<file path="src/bls_pkg.sv">
// Package for the breathing LED sequencer: phase codes, register indexes,
// reset values, arithmetic constants, the gamma ROM and the shared structs.
// No dependencies; every module of the block imports it.
package bls_pkg;

    // Width of the hold counter.
    localparam int WAIT_W = 16;
    // Width used to compare the counter against a hold length.
    localparam int CMP_W  = (WAIT_W + 1 > 16) ? WAIT_W + 1 : 16;

    localparam int LEVEL_W   = 7;
    localparam int GAMMA_W   = 7;
    localparam int REM_W     = 7;
    localparam int QUOT_W    = 26;
    localparam int PERIOD_W  = 32;
    localparam int HOLD_W    = 16;
    localparam int LED_W     = 4;
    localparam int CFG_IDX_W = 2;
    localparam int RPROD_W   = REM_W + GAMMA_W;

    localparam logic [LEVEL_W-1:0] LEVEL_TOP  = 7'd100;
    localparam logic [LEVEL_W-1:0] LEVEL_ZERO = 7'd0;

    // Status LED patterns (active low on the pins).
    localparam logic [LED_W-1:0] LED_ALL = 4'hF;
    localparam logic [LED_W-1:0] LED_ONE = 4'h1;
    localparam logic [LED_W-1:0] LED_TWO = 4'h3;

    // Configuration register indexes.
    localparam logic [CFG_IDX_W-1:0] CFG_RAMP_HOLD    = 2'd0;
    localparam logic [CFG_IDX_W-1:0] CFG_PEAK_PAUSE   = 2'd1;
    localparam logic [CFG_IDX_W-1:0] CFG_BOTTOM_PAUSE = 2'd2;
    localparam logic [CFG_IDX_W-1:0] CFG_PWM_PERIOD   = 2'd3;

    // Reset values of the registers and of the derived quotient/remainder.
    localparam logic [HOLD_W-1:0]   RAMP_HOLD_RST    = 16'd15;
    localparam logic [HOLD_W-1:0]   PEAK_PAUSE_RST   = 16'd100;
    localparam logic [HOLD_W-1:0]   BOTTOM_PAUSE_RST = 16'd300;
    localparam logic [PERIOD_W-1:0] PERIOD_RST       = 32'd72000;
    localparam logic [QUOT_W-1:0]   QUOT_RST         = 26'd720;
    localparam logic [REM_W-1:0]    REM_RST          = 7'd0;

    // Exact unsigned 32-bit divide by 100: (x * DIV100_MAGIC) >> 37.
    localparam logic [31:0] DIV100_MAGIC = 32'h51EB851F;
    localparam int          DIV100_SHIFT = 37;
    localparam logic [31:0] HUNDRED      = 32'd100;

    // Small divide by 100 for values below 9901: (x * 5243) >> 19.
    localparam int             RECIP_W     = 13;
    localparam logic [RECIP_W-1:0] RECIP100 = 13'd5243;
    localparam int             RECIP_SHIFT = 19;
    localparam int             RDIV_W      = 8;

    typedef enum logic [1:0] {
        PH_RAMP_UP   = 2'd0,
        PH_PEAK      = 2'd1,
        PH_RAMP_DOWN = 2'd2,
        PH_BOTTOM    = 2'd3
    } t_phase;

    // Sequencer state as seen after a transaction.
    typedef struct packed {
        t_phase             phase;
        logic [LEVEL_W-1:0] level;
    } t_state;

    // Register values handed from the configuration block.
    typedef struct packed {
        logic [HOLD_W-1:0] ramp_hold;
        logic [HOLD_W-1:0] peak_pause;
        logic [HOLD_W-1:0] bottom_pause;
        logic [QUOT_W-1:0] quot;
        logic [REM_W-1:0]  rem;
    } t_cfg;

    localparam logic [7:0] GAMMA_ROM [0:100] = '{
        8'd0,   8'd0,   8'd0,   8'd0,   8'd0,   8'd0,   8'd0,   8'd0,   8'd0,   8'd0,
        8'd1,   8'd1,   8'd1,   8'd1,   8'd1,   8'd2,   8'd2,   8'd2,   8'd2,   8'd3,
        8'd3,   8'd4,   8'd4,   8'd4,   8'd5,   8'd5,   8'd6,   8'd6,   8'd7,   8'd8,
        8'd8,   8'd9,   8'd10,  8'd10,  8'd11,  8'd12,  8'd13,  8'd14,  8'd15,  8'd16,
        8'd17,  8'd18,  8'd19,  8'd20,  8'd21,  8'd22,  8'd24,  8'd25,  8'd26,  8'd28,
        8'd29,  8'd31,  8'd32,  8'd34,  8'd36,  8'd37,  8'd39,  8'd41,  8'd43,  8'd45,
        8'd47,  8'd49,  8'd51,  8'd53,  8'd55,  8'd58,  8'd60,  8'd62,  8'd65,  8'd67,
        8'd70,  8'd73,  8'd75,  8'd78,  8'd81,  8'd84,  8'd87,  8'd90,  8'd93,  8'd96,
        8'd100, 8'd103, 8'd106, 8'd110, 8'd113, 8'd117, 8'd121, 8'd124, 8'd128, 8'd132,
        8'd136, 8'd140, 8'd144, 8'd148, 8'd152, 8'd156, 8'd161, 8'd165, 8'd170, 8'd174,
        8'd179
    };

    // Gamma-corrected level, clamped to the top of the linear scale.
    function automatic logic [GAMMA_W-1:0] gamma_clamped(input logic [LEVEL_W-1:0] level);
        logic [LEVEL_W-1:0] idx;
        logic [7:0]         raw;
        idx = (level > LEVEL_TOP) ? LEVEL_TOP : level;
        raw = GAMMA_ROM[idx];
        if (raw > {1'b0, LEVEL_TOP}) begin
            return LEVEL_TOP;
        end
        return raw[GAMMA_W-1:0];
    endfunction

endpackage

</file>
<file path="src/bls_tick_if.sv">
// Input channel of the breathing LED sequencer: valid/ready plus the tick bit.
// No dependencies.
interface bls_tick_if;
    logic valid;
    logic ready;
    logic tick;

    modport source (output valid, output tick, input ready);
    modport sink   (input valid, input tick, output ready);
endinterface

</file>
<file path="src/bls_res_if.sv">
// Result channel of the breathing LED sequencer: valid/ready plus the result fields.
// No dependencies.
interface bls_res_if;
    logic        valid;
    logic        ready;
    logic [31:0] compare_value;
    logic [6:0]  linear_level;
    logic [1:0]  phase;
    logic [3:0]  status_leds;

    modport source (output valid, output compare_value, output linear_level,
                    output phase, output status_leds, input ready);
    modport sink   (input valid, input compare_value, input linear_level,
                    input phase, input status_leds, output ready);
endinterface

</file>
<file path="src/bls_cfg_regs.sv">
// Configuration registers of the sequencer, plus the PWM period split into
// quotient and remainder by 100 for the scaling pipeline. Uses bls_pkg.
module bls_cfg_regs
    import bls_pkg::*;
(
    input  logic                 i_clk,
    input  logic                 i_rst_n,
    input  logic                 i_cfg_we,
    input  logic [CFG_IDX_W-1:0] i_cfg_idx,
    input  logic [PERIOD_W-1:0]  i_cfg_data,
    output t_cfg                 o_cfg
);

    logic [HOLD_W-1:0]   r_ramp_hold;
    logic [HOLD_W-1:0]   r_peak_pause;
    logic [HOLD_W-1:0]   r_bottom_pause;
    logic [PERIOD_W-1:0] r_period;
    logic [QUOT_W-1:0]   r_quot;
    logic [REM_W-1:0]    r_rem;
    logic [63:0]         w_quot_prod;
    logic [PERIOD_W-1:0] w_rem_full;

    // Register writes.
    always_ff @(posedge i_clk) begin
        if (!i_rst_n) begin
            r_ramp_hold    <= RAMP_HOLD_RST;
            r_peak_pause   <= PEAK_PAUSE_RST;
            r_bottom_pause <= BOTTOM_PAUSE_RST;
            r_period       <= PERIOD_RST;
        end else if (i_cfg_we) begin
            unique case (i_cfg_idx)
                CFG_RAMP_HOLD:    r_ramp_hold    <= i_cfg_data[HOLD_W-1:0];
                CFG_PEAK_PAUSE:   r_peak_pause   <= i_cfg_data[HOLD_W-1:0];
                CFG_BOTTOM_PAUSE: r_bottom_pause <= i_cfg_data[HOLD_W-1:0];
                CFG_PWM_PERIOD:   r_period       <= i_cfg_data;
                default: ;
            endcase
        end
    end

    // Quotient by reciprocal multiply; the remainder follows in the next cycle from the registered quotient.
    assign w_quot_prod = 64'(r_period) * 64'(DIV100_MAGIC);
    assign w_rem_full  = r_period - (32'(r_quot) * HUNDRED);

    always_ff @(posedge i_clk) begin
        if (!i_rst_n) begin
            r_quot <= QUOT_RST;
            r_rem  <= REM_RST;
        end else begin
            r_quot <= w_quot_prod[DIV100_SHIFT+QUOT_W-1:DIV100_SHIFT];
            r_rem  <= w_rem_full[REM_W-1:0];
        end
    end

    assign o_cfg.ramp_hold    = r_ramp_hold;
    assign o_cfg.peak_pause   = r_peak_pause;
    assign o_cfg.bottom_pause = r_bottom_pause;
    assign o_cfg.quot         = r_quot;
    assign o_cfg.rem          = r_rem;

endmodule

</file>
<file path="src/bls_phase_ctrl.sv">
// Breathing phase sequencer: phase, linear level and hold counter, advanced
// once per accepted tick. Uses bls_pkg.
module bls_phase_ctrl
    import bls_pkg::*;
(
    input  logic   i_clk,
    input  logic   i_rst_n,
    input  logic   i_adv,
    input  t_cfg   i_cfg,
    output t_state o_next
);

    t_phase             r_phase;
    t_phase             n_phase;
    logic [LEVEL_W-1:0] r_level;
    logic [LEVEL_W-1:0] n_level;
    logic [WAIT_W-1:0]  r_wait;
    logic [WAIT_W-1:0]  n_wait;
    logic [HOLD_W-1:0]  w_limit;
    logic [WAIT_W:0]    w_wait_inc;
    logic               w_hold_end;

    // Hold length of the current phase and end-of-hold detection.
    always_comb begin
        unique case (r_phase)
            PH_PEAK:   w_limit = i_cfg.peak_pause;
            PH_BOTTOM: w_limit = i_cfg.bottom_pause;
            default:   w_limit = i_cfg.ramp_hold;
        endcase
        w_wait_inc = {1'b0, r_wait} + {{WAIT_W{1'b0}}, 1'b1};
        w_hold_end = w_wait_inc[WAIT_W] || (CMP_W'(w_wait_inc) >= CMP_W'(w_limit));
    end

    // Next phase.
    always_comb begin
        n_phase = r_phase;
        if (i_adv && w_hold_end) begin
            unique case (r_phase)
                PH_RAMP_UP: begin
                    if (r_level >= LEVEL_TOP) begin
                        n_phase = PH_PEAK;
                    end
                end
                PH_PEAK:      n_phase = PH_RAMP_DOWN;
                PH_RAMP_DOWN: begin
                    if (r_level == LEVEL_ZERO) begin
                        n_phase = PH_BOTTOM;
                    end
                end
                PH_BOTTOM:    n_phase = PH_RAMP_UP;
                default:      n_phase = PH_RAMP_UP;
            endcase
        end
    end

    // Level and hold counter.
    always_comb begin
        n_level = r_level;
        n_wait  = r_wait;
        if (i_adv) begin
            if (!w_hold_end) begin
                n_wait = w_wait_inc[WAIT_W-1:0];
            end else begin
                n_wait = '0;
                unique case (r_phase)
                    PH_RAMP_UP: begin
                        if (r_level < LEVEL_TOP) begin
                            n_level = r_level + 7'd1;
                        end
                    end
                    PH_PEAK:      n_level = LEVEL_TOP;
                    PH_RAMP_DOWN: begin
                        if (r_level != LEVEL_ZERO) begin
                            n_level = r_level - 7'd1;
                        end
                    end
                    PH_BOTTOM:    n_level = LEVEL_ZERO;
                    default:      n_level = LEVEL_ZERO;
                endcase
            end
        end
    end

    always_ff @(posedge i_clk) begin
        if (!i_rst_n) begin
            r_phase <= PH_RAMP_UP;
            r_level <= LEVEL_ZERO;
            r_wait  <= '0;
        end else begin
            r_phase <= n_phase;
            r_level <= n_level;
            r_wait  <= n_wait;
        end
    end

    // The pipeline captures the state as it stands after this transaction.
    assign o_next.phase = n_phase;
    assign o_next.level = n_level;

    a_peak_at_top: assert property (@(posedge i_clk) disable iff (!i_rst_n)
        r_phase == PH_PEAK |-> r_level == LEVEL_TOP)
        else $error("peak phase with level below the top");

    a_bottom_at_zero: assert property (@(posedge i_clk) disable iff (!i_rst_n)
        r_phase == PH_BOTTOM |-> r_level == LEVEL_ZERO)
        else $error("bottom rest with nonzero level");

    a_hold_without_tick: assert property (@(posedge i_clk) disable iff (!i_rst_n)
        !i_adv |=> $stable(r_phase) && $stable(r_level) && $stable(r_wait))
        else $error("sequencer state moved without a tick");

endmodule

</file>
<file path="src/bls_scale_pipe.sv">
// Four-stage scaling pipeline: gamma lookup, quotient product, remainder
// product, then the compare value and status LEDs. Uses bls_pkg.
module bls_scale_pipe
    import bls_pkg::*;
(
    input  logic                i_clk,
    input  logic                i_rst_n,
    input  logic                i_load,
    input  t_state              i_next,
    input  t_cfg                i_cfg,
    input  logic                i_out_ready,
    output logic                o_in_ready,
    output logic                o_valid,
    output logic [PERIOD_W-1:0] o_compare_value,
    output logic [LEVEL_W-1:0]  o_linear_level,
    output logic [1:0]          o_phase,
    output logic [LED_W-1:0]    o_status_leds
);

    logic w_rdy1;
    logic w_rdy2;
    logic w_rdy3;
    logic w_rdy4;

    logic                r_v1;
    logic [GAMMA_W-1:0]  r_g1;
    t_state              r_s1;
    logic                r_v2;
    logic [GAMMA_W-1:0]  r_g2;
    logic [PERIOD_W-1:0] r_qg2;
    t_state              r_s2;
    logic                r_v3;
    logic [RPROD_W-1:0]  r_rg3;
    logic [PERIOD_W-1:0] r_qg3;
    t_state              r_s3;
    logic                r_v4;
    logic [PERIOD_W-1:0] r_cmp4;
    t_state              r_s4;

    logic [QUOT_W+GAMMA_W-1:0]  w_qg;
    logic [RPROD_W+RECIP_W-1:0] w_rdiv_prod;
    logic [RDIV_W-1:0]          w_rdiv;
    logic [LED_W-1:0]           w_pattern;

    // A stage takes new data when it is empty or its contents move on.
    assign w_rdy4     = !r_v4 || i_out_ready;
    assign w_rdy3     = !r_v3 || w_rdy4;
    assign w_rdy2     = !r_v2 || w_rdy3;
    assign w_rdy1     = !r_v1 || w_rdy2;
    assign o_in_ready = w_rdy1;

    always_ff @(posedge i_clk) begin
        if (!i_rst_n) begin
            r_v1 <= 1'b0;
            r_v2 <= 1'b0;
            r_v3 <= 1'b0;
            r_v4 <= 1'b0;
        end else begin
            if (w_rdy1) begin
                r_v1 <= i_load;
            end
            if (w_rdy2) begin
                r_v2 <= r_v1;
            end
            if (w_rdy3) begin
                r_v3 <= r_v2;
            end
            if (w_rdy4) begin
                r_v4 <= r_v3;
            end
        end
    end

    // Stage 1: gamma lookup on the new level.
    always_ff @(posedge i_clk) begin
        if (w_rdy1) begin
            r_g1 <= gamma_clamped(i_next.level);
            r_s1 <= i_next;
        end
    end

    // Stage 2: quotient of period/100 times gamma.
    assign w_qg = (QUOT_W+GAMMA_W)'(i_cfg.quot) * (QUOT_W+GAMMA_W)'(r_g1);

    always_ff @(posedge i_clk) begin
        if (w_rdy2) begin
            r_qg2 <= w_qg[PERIOD_W-1:0];
            r_g2  <= r_g1;
            r_s2  <= r_s1;
        end
    end

    // Stage 3: remainder of period/100 times gamma.
    always_ff @(posedge i_clk) begin
        if (w_rdy3) begin
            r_rg3 <= RPROD_W'(i_cfg.rem) * RPROD_W'(r_g2);
            r_qg3 <= r_qg2;
            r_s3  <= r_s2;
        end
    end

    // Stage 4: floor(rem*gamma/100) added to the quotient product.
    assign w_rdiv_prod = (RPROD_W+RECIP_W)'(r_rg3) * (RPROD_W+RECIP_W)'(RECIP100);
    assign w_rdiv      = w_rdiv_prod[RECIP_SHIFT+RDIV_W-1:RECIP_SHIFT];

    always_ff @(posedge i_clk) begin
        if (w_rdy4) begin
            r_cmp4 <= r_qg3 + PERIOD_W'(w_rdiv);
            r_s4   <= r_s3;
        end
    end

    // Two LEDs lit while the level is high or falling, one otherwise.
    always_comb begin
        unique case (r_s4.phase)
            PH_PEAK, PH_RAMP_DOWN: w_pattern = LED_TWO;
            default:               w_pattern = LED_ONE;
        endcase
    end

    assign o_valid         = r_v4;
    assign o_compare_value = r_cmp4;
    assign o_linear_level  = r_s4.level;
    assign o_phase         = r_s4.phase;
    assign o_status_leds   = LED_ALL & ~w_pattern;

    a_full_when_blocked: assert property (@(posedge i_clk) disable iff (!i_rst_n)
        !o_in_ready |-> r_v1 && r_v2 && r_v3 && r_v4 && !i_out_ready)
        else $error("input blocked while the pipeline has room");

endmodule

</file>
<file path="src/breathing_led_sequencer.sv">
// Breathing LED sequencer top level: configuration port, tick and result channels.
// Depends on bls_pkg, bls_tick_if, bls_res_if, bls_cfg_regs, bls_phase_ctrl,
// bls_scale_pipe.
//
// Usage: each transaction on the tick channel carries one bit. A tick of 1
// advances the four-phase breathing cycle (ramp up, peak, ramp down, bottom)
// and a tick of 0 only reports. Every input transaction yields
// exactly one result transaction with the PWM compare value, the linear level,
// the phase and the active-low status LED pattern after the update.
// Each result is registered through the four stages of the scaling pipeline;
// one transaction per cycle is sustained while the receiver is ready.
// When the receiver stalls, results collect in the pipeline and input is still
// accepted until four transactions are in flight.
// The configuration port writes one register per cycle with i_cfg_we; the
// period quotient is registered from the period, the remainder from the quotient.
// Reset (synchronous, active low) empties the pipeline, starts at ramp up with
// level zero, and loads ramp hold 15, peak pause 100, bottom pause 300 and
// a PWM period of 72000 counts.
module breathing_led_sequencer
    import bls_pkg::*;
(
    input  logic                 i_clk,
    input  logic                 i_rst_n,
    input  logic                 i_cfg_we,
    input  logic [CFG_IDX_W-1:0] i_cfg_idx,
    input  logic [PERIOD_W-1:0]  i_cfg_data,
    bls_tick_if.sink             i_tick_chan,
    bls_res_if.source            o_res_chan
);

    t_cfg   w_cfg;
    t_state w_next;
    logic   w_in_ready;
    logic   w_accept;

    assign w_accept          = i_tick_chan.valid && w_in_ready;
    assign i_tick_chan.ready = w_in_ready;

    bls_cfg_regs u_cfg_regs (
        .i_clk      (i_clk),
        .i_rst_n    (i_rst_n),
        .i_cfg_we   (i_cfg_we),
        .i_cfg_idx  (i_cfg_idx),
        .i_cfg_data (i_cfg_data),
        .o_cfg      (w_cfg)
    );

    bls_phase_ctrl u_phase_ctrl (
        .i_clk   (i_clk),
        .i_rst_n (i_rst_n),
        .i_adv   (w_accept && i_tick_chan.tick),
        .i_cfg   (w_cfg),
        .o_next  (w_next)
    );

    bls_scale_pipe u_scale_pipe (
        .i_clk           (i_clk),
        .i_rst_n         (i_rst_n),
        .i_load          (w_accept),
        .i_next          (w_next),
        .i_cfg           (w_cfg),
        .i_out_ready     (o_res_chan.ready),
        .o_in_ready      (w_in_ready),
        .o_valid         (o_res_chan.valid),
        .o_compare_value (o_res_chan.compare_value),
        .o_linear_level  (o_res_chan.linear_level),
        .o_phase         (o_res_chan.phase),
        .o_status_leds   (o_res_chan.status_leds)
    );

endmodule
</file>
<file path="src/flat_wrapper.sv">
// flat-port wrapper written by rule: the top's interface ports become plain ports
module breathing_led_sequencer_flat import bls_pkg::*;
  (i_clk, i_rst_n, i_cfg_we, i_cfg_idx, i_cfg_data, i_tick_chan_valid, i_tick_chan_tick, i_tick_chan_ready, o_res_chan_valid, o_res_chan_compare_value, o_res_chan_linear_level, o_res_chan_phase, o_res_chan_status_leds, o_res_chan_ready);
  bls_tick_if i_tick_chan_i ();
  bls_res_if o_res_chan_i ();
  input  logic i_clk;
  input  logic i_rst_n;
  input  logic i_cfg_we;
  input  logic [CFG_IDX_W-1:0] i_cfg_idx;
  input  logic [PERIOD_W-1:0] i_cfg_data;
  input wire logic [$bits(i_tick_chan_i.valid)-1:0] i_tick_chan_valid;
  input wire logic [$bits(i_tick_chan_i.tick)-1:0] i_tick_chan_tick;
  output wire logic [$bits(i_tick_chan_i.ready)-1:0] i_tick_chan_ready;
  output wire logic [$bits(o_res_chan_i.valid)-1:0] o_res_chan_valid;
  output wire logic [$bits(o_res_chan_i.compare_value)-1:0] o_res_chan_compare_value;
  output wire logic [$bits(o_res_chan_i.linear_level)-1:0] o_res_chan_linear_level;
  output wire logic [$bits(o_res_chan_i.phase)-1:0] o_res_chan_phase;
  output wire logic [$bits(o_res_chan_i.status_leds)-1:0] o_res_chan_status_leds;
  input wire logic [$bits(o_res_chan_i.ready)-1:0] o_res_chan_ready;
  assign i_tick_chan_i.valid = i_tick_chan_valid;
  assign i_tick_chan_i.tick = i_tick_chan_tick;
  assign i_tick_chan_ready = i_tick_chan_i.ready;
  assign o_res_chan_valid = o_res_chan_i.valid;
  assign o_res_chan_compare_value = o_res_chan_i.compare_value;
  assign o_res_chan_linear_level = o_res_chan_i.linear_level;
  assign o_res_chan_phase = o_res_chan_i.phase;
  assign o_res_chan_status_leds = o_res_chan_i.status_leds;
  assign o_res_chan_i.ready = o_res_chan_ready;
  breathing_led_sequencer u_core (.i_clk(i_clk), .i_rst_n(i_rst_n), .i_cfg_we(i_cfg_we), .i_cfg_idx(i_cfg_idx), .i_cfg_data(i_cfg_data), .i_tick_chan(i_tick_chan_i), .o_res_chan(o_res_chan_i));
endmodule
</file>
<file path="config.mk">
export PLATFORM = sky130hd
export DESIGN_NAME = breathing_led_sequencer_flat
export DESIGN_NICKNAME = d
export VERILOG_FILES = /design/src/bls_pkg.sv /design/src/bls_tick_if.sv /design/src/bls_res_if.sv /design/src/bls_cfg_regs.sv /design/src/bls_phase_ctrl.sv /design/src/bls_scale_pipe.sv /design/src/breathing_led_sequencer.sv /design/src/flat_wrapper.sv
export SDC_FILE = /design/constraint.sdc
export NUM_CORES = 2
export LEC_CHECK = 0
export BUFFER_PORTS_ARGS = -buffer_cell sky130_fd_sc_hd__buf_2
export CAP_MARGIN = 0
export CORE_ASPECT_RATIO = 0.9
export CORE_MARGIN = 5
export CORE_UTILIZATION = 70
export DETAILED_ROUTE_END_ITERATION = 8
export PLACE_DENSITY = 0.88
export SYNTH_ARGS = -nofsm -noshare
export SYNTH_HDL_FRONTEND = slang
export SYNTH_SLANG_ARGS = --single-unit
</file>
<file path="constraint.sdc">
create_clock -name i_clk -period 22.2 [get_ports i_clk]
set_input_delay 1.11 -clock i_clk [delete_from_list [all_inputs] [get_ports i_clk]]
set_output_delay 1.11 -clock i_clk [all_outputs]
set_load 0.01 [all_outputs]
</file>
==> flow_summary.yaml <==
outcome:
  outcome: "finished, final reports clean"
pwr:
  switching_share: 0.4358
  power-per-cell-area_nw_per_um2: 70.28
  power.share.sequential: 0.227
  power.static_leakage_nw: 21.87
  p_clk_frac: 0.201
  comb_power_share: 0.571
  power.net_switching_mw: 1.260
  post_route_total_power_mw: 2.892
  internal_power_mw: 1.632
  worst_ir_drop_vdd_v: 0.0001116
layout:
  antenna_cells: 0
  finalNetCount: 5154
  final_common_cell: "sky130_fd_sc_hd__inv_1"
  area_growth_syn_to_layout_pct: 5.748
  layout-drive-gt1-share: 0.04836
  final_cell_mix: "875 x sky130_fd_sc_hd__inv_1, 614 x sky130_fd_sc_hd__ha_1, 596 x sky130_fd_sc_hd__fa_1, 399 x sky130_fd_sc_hd__nand2_1, 160 x sky130_fd_sc_hd__edfxtp_1"
  post_layout_nonfiller_instances: 4643
timing:
  final_number_of_max_transition_violations: 0
  grt_setup_unrepaired: "false"
  timing_worst_slew_pin_value_ns: 1.250
  final.min_clock_period_ns: 8.294
  setup-tns-final_ns: 0
  final.hold.worst_slack_ns: 0.3892
  finalSetupViolations: 0
  slew_headroom: 0.1664
  timing_hold_violations_final: 0
  fmax_mhz: 120.6
  setup_ws_ns: 13.91
  min_period_over_period: 0.3736
  timing.clock.skew_ns: 0.05317
die:
  start_util: 0.7025
  floorplan.rows: 82
  design.portCount: 87
  die-width_um: 258.5
  die_area_um2: 60420
  core-area_um2: 55400
  die_height_um: 233.7
synthesis:
  portion_of_the_post_synthesis_area_used_by_sequential_elements: 0.1965
  postSynthRegisterBits: 302
  synthTopCellsByArea: "sky130_fd_sc_hd__fa_1 31%, sky130_fd_sc_hd__ha_1 20%, sky130_fd_sc_hd__edfxtp_1 12%"
  synth_edf_count: 160
  synth_ff_type: "sky130_fd_sc_hd__edfxtp_1"
  syn_inst: 3853
  post-synth-top-area-fraction: 0.3066
  synth_cell_types: 93
  synthesis.area_per_instance_um2: 10.10
  synth.yosys.warnings: 0
  postSynth.asyncResetShare: 0
  mappedNetlistArea_um2: 38920
  top_cell_type_by_total_area_after_synthesis: "sky130_fd_sc_hd__fa_1"
grt:
  grt_antenna_before_repair: 2
  first_global_vias: 28810
  grt_start_max_net_pins: 106
  grt_util_overall: 0.3105
  grt_first_pass_wirelength_um: 148800
  gr-total-overflow: 0
drt:
  detail_route.wl_per_cell_um: 19.65
  vias: 27160
  post_drt_via_cell_ratio: 5.849
  routed_wirelength_um: 91230
  drtAntennaViolNets: 0
  detail_route.drc_violations: 0
  detailedRoute.firstPassIterationCount: 5
  drt-initial-drc-count: 2213
job:
  maxCapViolations: 0
cts:
  cts-root-buf: "sky130_fd_sc_hd__clkbuf_16"
  max-clock-path-buffers: 3
  cts_tree: "yes"
  clkSlewWorstSetupHoldPaths_ns: 0.06
  tritoncts.num_buffers: 35
  worst_skew_pair.late_latency_ns: 0.59
  holdBufCountCts: 0
  cts_num_sinks: 302
  number_of_h_tree_levels: 2
  cts_resized: 0
  post_cts.repair.setup_buffers: 0
placed_design:
  port_buffers: 83
  place.detailed.hpwl_um: 74600
  dp_slack_ns: 13.98
  gp_routability_congestion: 1.069
  placed_cell_count: 4581
worst_setup_path:
  critical_path.startpoint_type: "register"
  criticalPathCategory: "register to register"
  path_max_fanout: 10
  crit_required_ns: 22.67
  critPathCaptureType: "register"
  crit_arrival_ns: 8.76
min_path:
  min-delay-path-class: "register to register"
[metal layers]
layer | share of wire | routed length, um | GRT usage | vias to the layer above
met5 | 0.00033 | 30 | 0 | -
met1 | 0.40 | 36260 | 0.4037 | 13360
li1 | - | - | - | 12410
met4 | 0.042 | 3851 | 0.1132 | 4
met2 | 0.47 | 42700 | 0.5059 | 1127
met3 | 0.092 | 8386 | 0.08539 | 251
[stage by stage]
stage               instance area (um2)    util
CTS                               41160  0.7428
global placement                  40000  0.7220
global route                      41160  0.7428
detailed placement                40000  0.7220
floorplan                         38920       -
finish                            41160  0.7428
[worst max-delay path, stage by stage (launching register included)]
cell                       delay (ns)
sky130_fd_sc_hd__dfxtp_1         0.60
sky130_fd_sc_hd__inv_1           0.23
sky130_fd_sc_hd__fa_1            0.62
sky130_fd_sc_hd__inv_1           0.06
sky130_fd_sc_hd__ha_1            0.19
sky130_fd_sc_hd__fa_1            0.49
sky130_fd_sc_hd__inv_1           0.06
sky130_fd_sc_hd__fa_1            0.53
sky130_fd_sc_hd__inv_1           0.05
sky130_fd_sc_hd__fa_1            0.49
sky130_fd_sc_hd__fa_1            0.43
sky130_fd_sc_hd__fa_1            0.49
sky130_fd_sc_hd__inv_1           0.05
sky130_fd_sc_hd__fa_1            0.50
sky130_fd_sc_hd__inv_1           0.06
sky130_fd_sc_hd__ha_1            0.28
sky130_fd_sc_hd__and3_1          0.18
sky130_fd_sc_hd__a221oi_1        0.31
sky130_fd_sc_hd__a21boi_0        0.15
sky130_fd_sc_hd__or4_1           0.62
sky130_fd_sc_hd__o21ai_1         0.23
sky130_fd_sc_hd__a21oi_1         0.13
sky130_fd_sc_hd__o311ai_2        0.42
sky130_fd_sc_hd__o21ai_1         0.19
sky130_fd_sc_hd__a41o_1          0.31
sky130_fd_sc_hd__or3_1           0.30
sky130_fd_sc_hd__and3_1          0.17
[power by group through the flow]
stage               clock, mW  sequential, mW  combinational [mW]
floorplan                   0           0.646                1.16
global placement            0           0.667                1.53
detailed placement          0           0.668                1.60
CTS                     0.592           0.656                1.62
global route            0.617           0.662                1.88
finish                  0.582           0.658                1.65
[layout make-up]
class,count,area [um2]
fill,3667,14250
inverter,882,3312
tap,714,893.4
sequential,302,7647
multi-input combinational,2588,27640
timing repair buffer,95,508.0
clock inverter,23,244.0
clock buffer,39,910.9
[cells by family after synthesis]
family                   share of synthesized area
flip-flops                                  0.1965
adder cells (fa/ha/maj)                     0.5040
XOR/XNOR                                   0.02701
AND/OR/NAND/NOR                            0.09709
buffers and inverters                      0.09359
multiplexers                             0.0005144
AO/OA/AOI/OAI                              0.08115
other                                    0.0001930
[flip-flops by register name, summed over array words and instances (netlist names), 14 cells and up]
signal                               cells
u_core.u_cfg_regs.r_peak_pause          16
u_core.u_phase_ctrl.r_wait              16
u_core.u_scale_pipe.r_rg3               14
u_core.u_cfg_regs.r_bottom_pause        16
u_core.u_scale_pipe.r_qg2               32
u_core.u_cfg_regs.r_ramp_hold           16
u_core.u_cfg_regs.r_quot                26
u_core.u_scale_pipe.r_qg3               32
u_core.u_scale_pipe.o_compare_value     32
u_core.u_cfg_regs.r_period              32
[synthesized netlist by cell type (8+ instances only)]
cell and n:
sky130_fd_sc_hd__nand4_1 24, sky130_fd_sc_hd__fa_1 596, sky130_fd_sc_hd__a21o_1 36, sky130_fd_sc_hd__and3_1 28, sky130_fd_sc_hd__o211ai_1 23, sky130_fd_sc_hd__ha_1 614, sky130_fd_sc_hd__nor3_1 30, sky130_fd_sc_hd__a22o_1 16
sky130_fd_sc_hd__xor2_1 34, sky130_fd_sc_hd__edfxtp_1 160, sky130_fd_sc_hd__a31oi_1 15, sky130_fd_sc_hd__a21oi_1 113, sky130_fd_sc_hd__dfxtp_1 142, sky130_fd_sc_hd__nor2_1 74, sky130_fd_sc_hd__clkbuf_1 70, sky130_fd_sc_hd__o21bai_1 16
sky130_fd_sc_hd__xnor2_1 86, sky130_fd_sc_hd__o21ai_0 53, sky130_fd_sc_hd__nand3_1 59, sky130_fd_sc_hd__inv_1 875, sky130_fd_sc_hd__nand2b_1 8, sky130_fd_sc_hd__nand2_1 400, sky130_fd_sc_hd__and2_1 108, sky130_fd_sc_hd__nor2b_1 26
sky130_fd_sc_hd__a21boi_0 78, sky130_fd_sc_hd__o21a_1 15, sky130_fd_sc_hd__or3_1 9
[final timing paths]
check | start | endpoint | slack, ns | cells after the start
worst max-delay path | u_core.u_cfg_regs.r_period[4] | u_core.u_cfg_regs.r_quot[24] | 13.91 | 26
worst max register to register | u_core.u_cfg_regs.r_period[4] | u_core.u_cfg_regs.r_quot[24] | 13.91 | 26
worst min-delay path | u_core.u_scale_pipe.r_qg2[1] | u_core.u_scale_pipe.r_qg3[1] | 0.39 | 0
worst min register to register | u_core.u_scale_pipe.r_qg2[1] | u_core.u_scale_pipe.r_qg3[1] | 0.39 | 0
(Power assumes the default switching activity.)
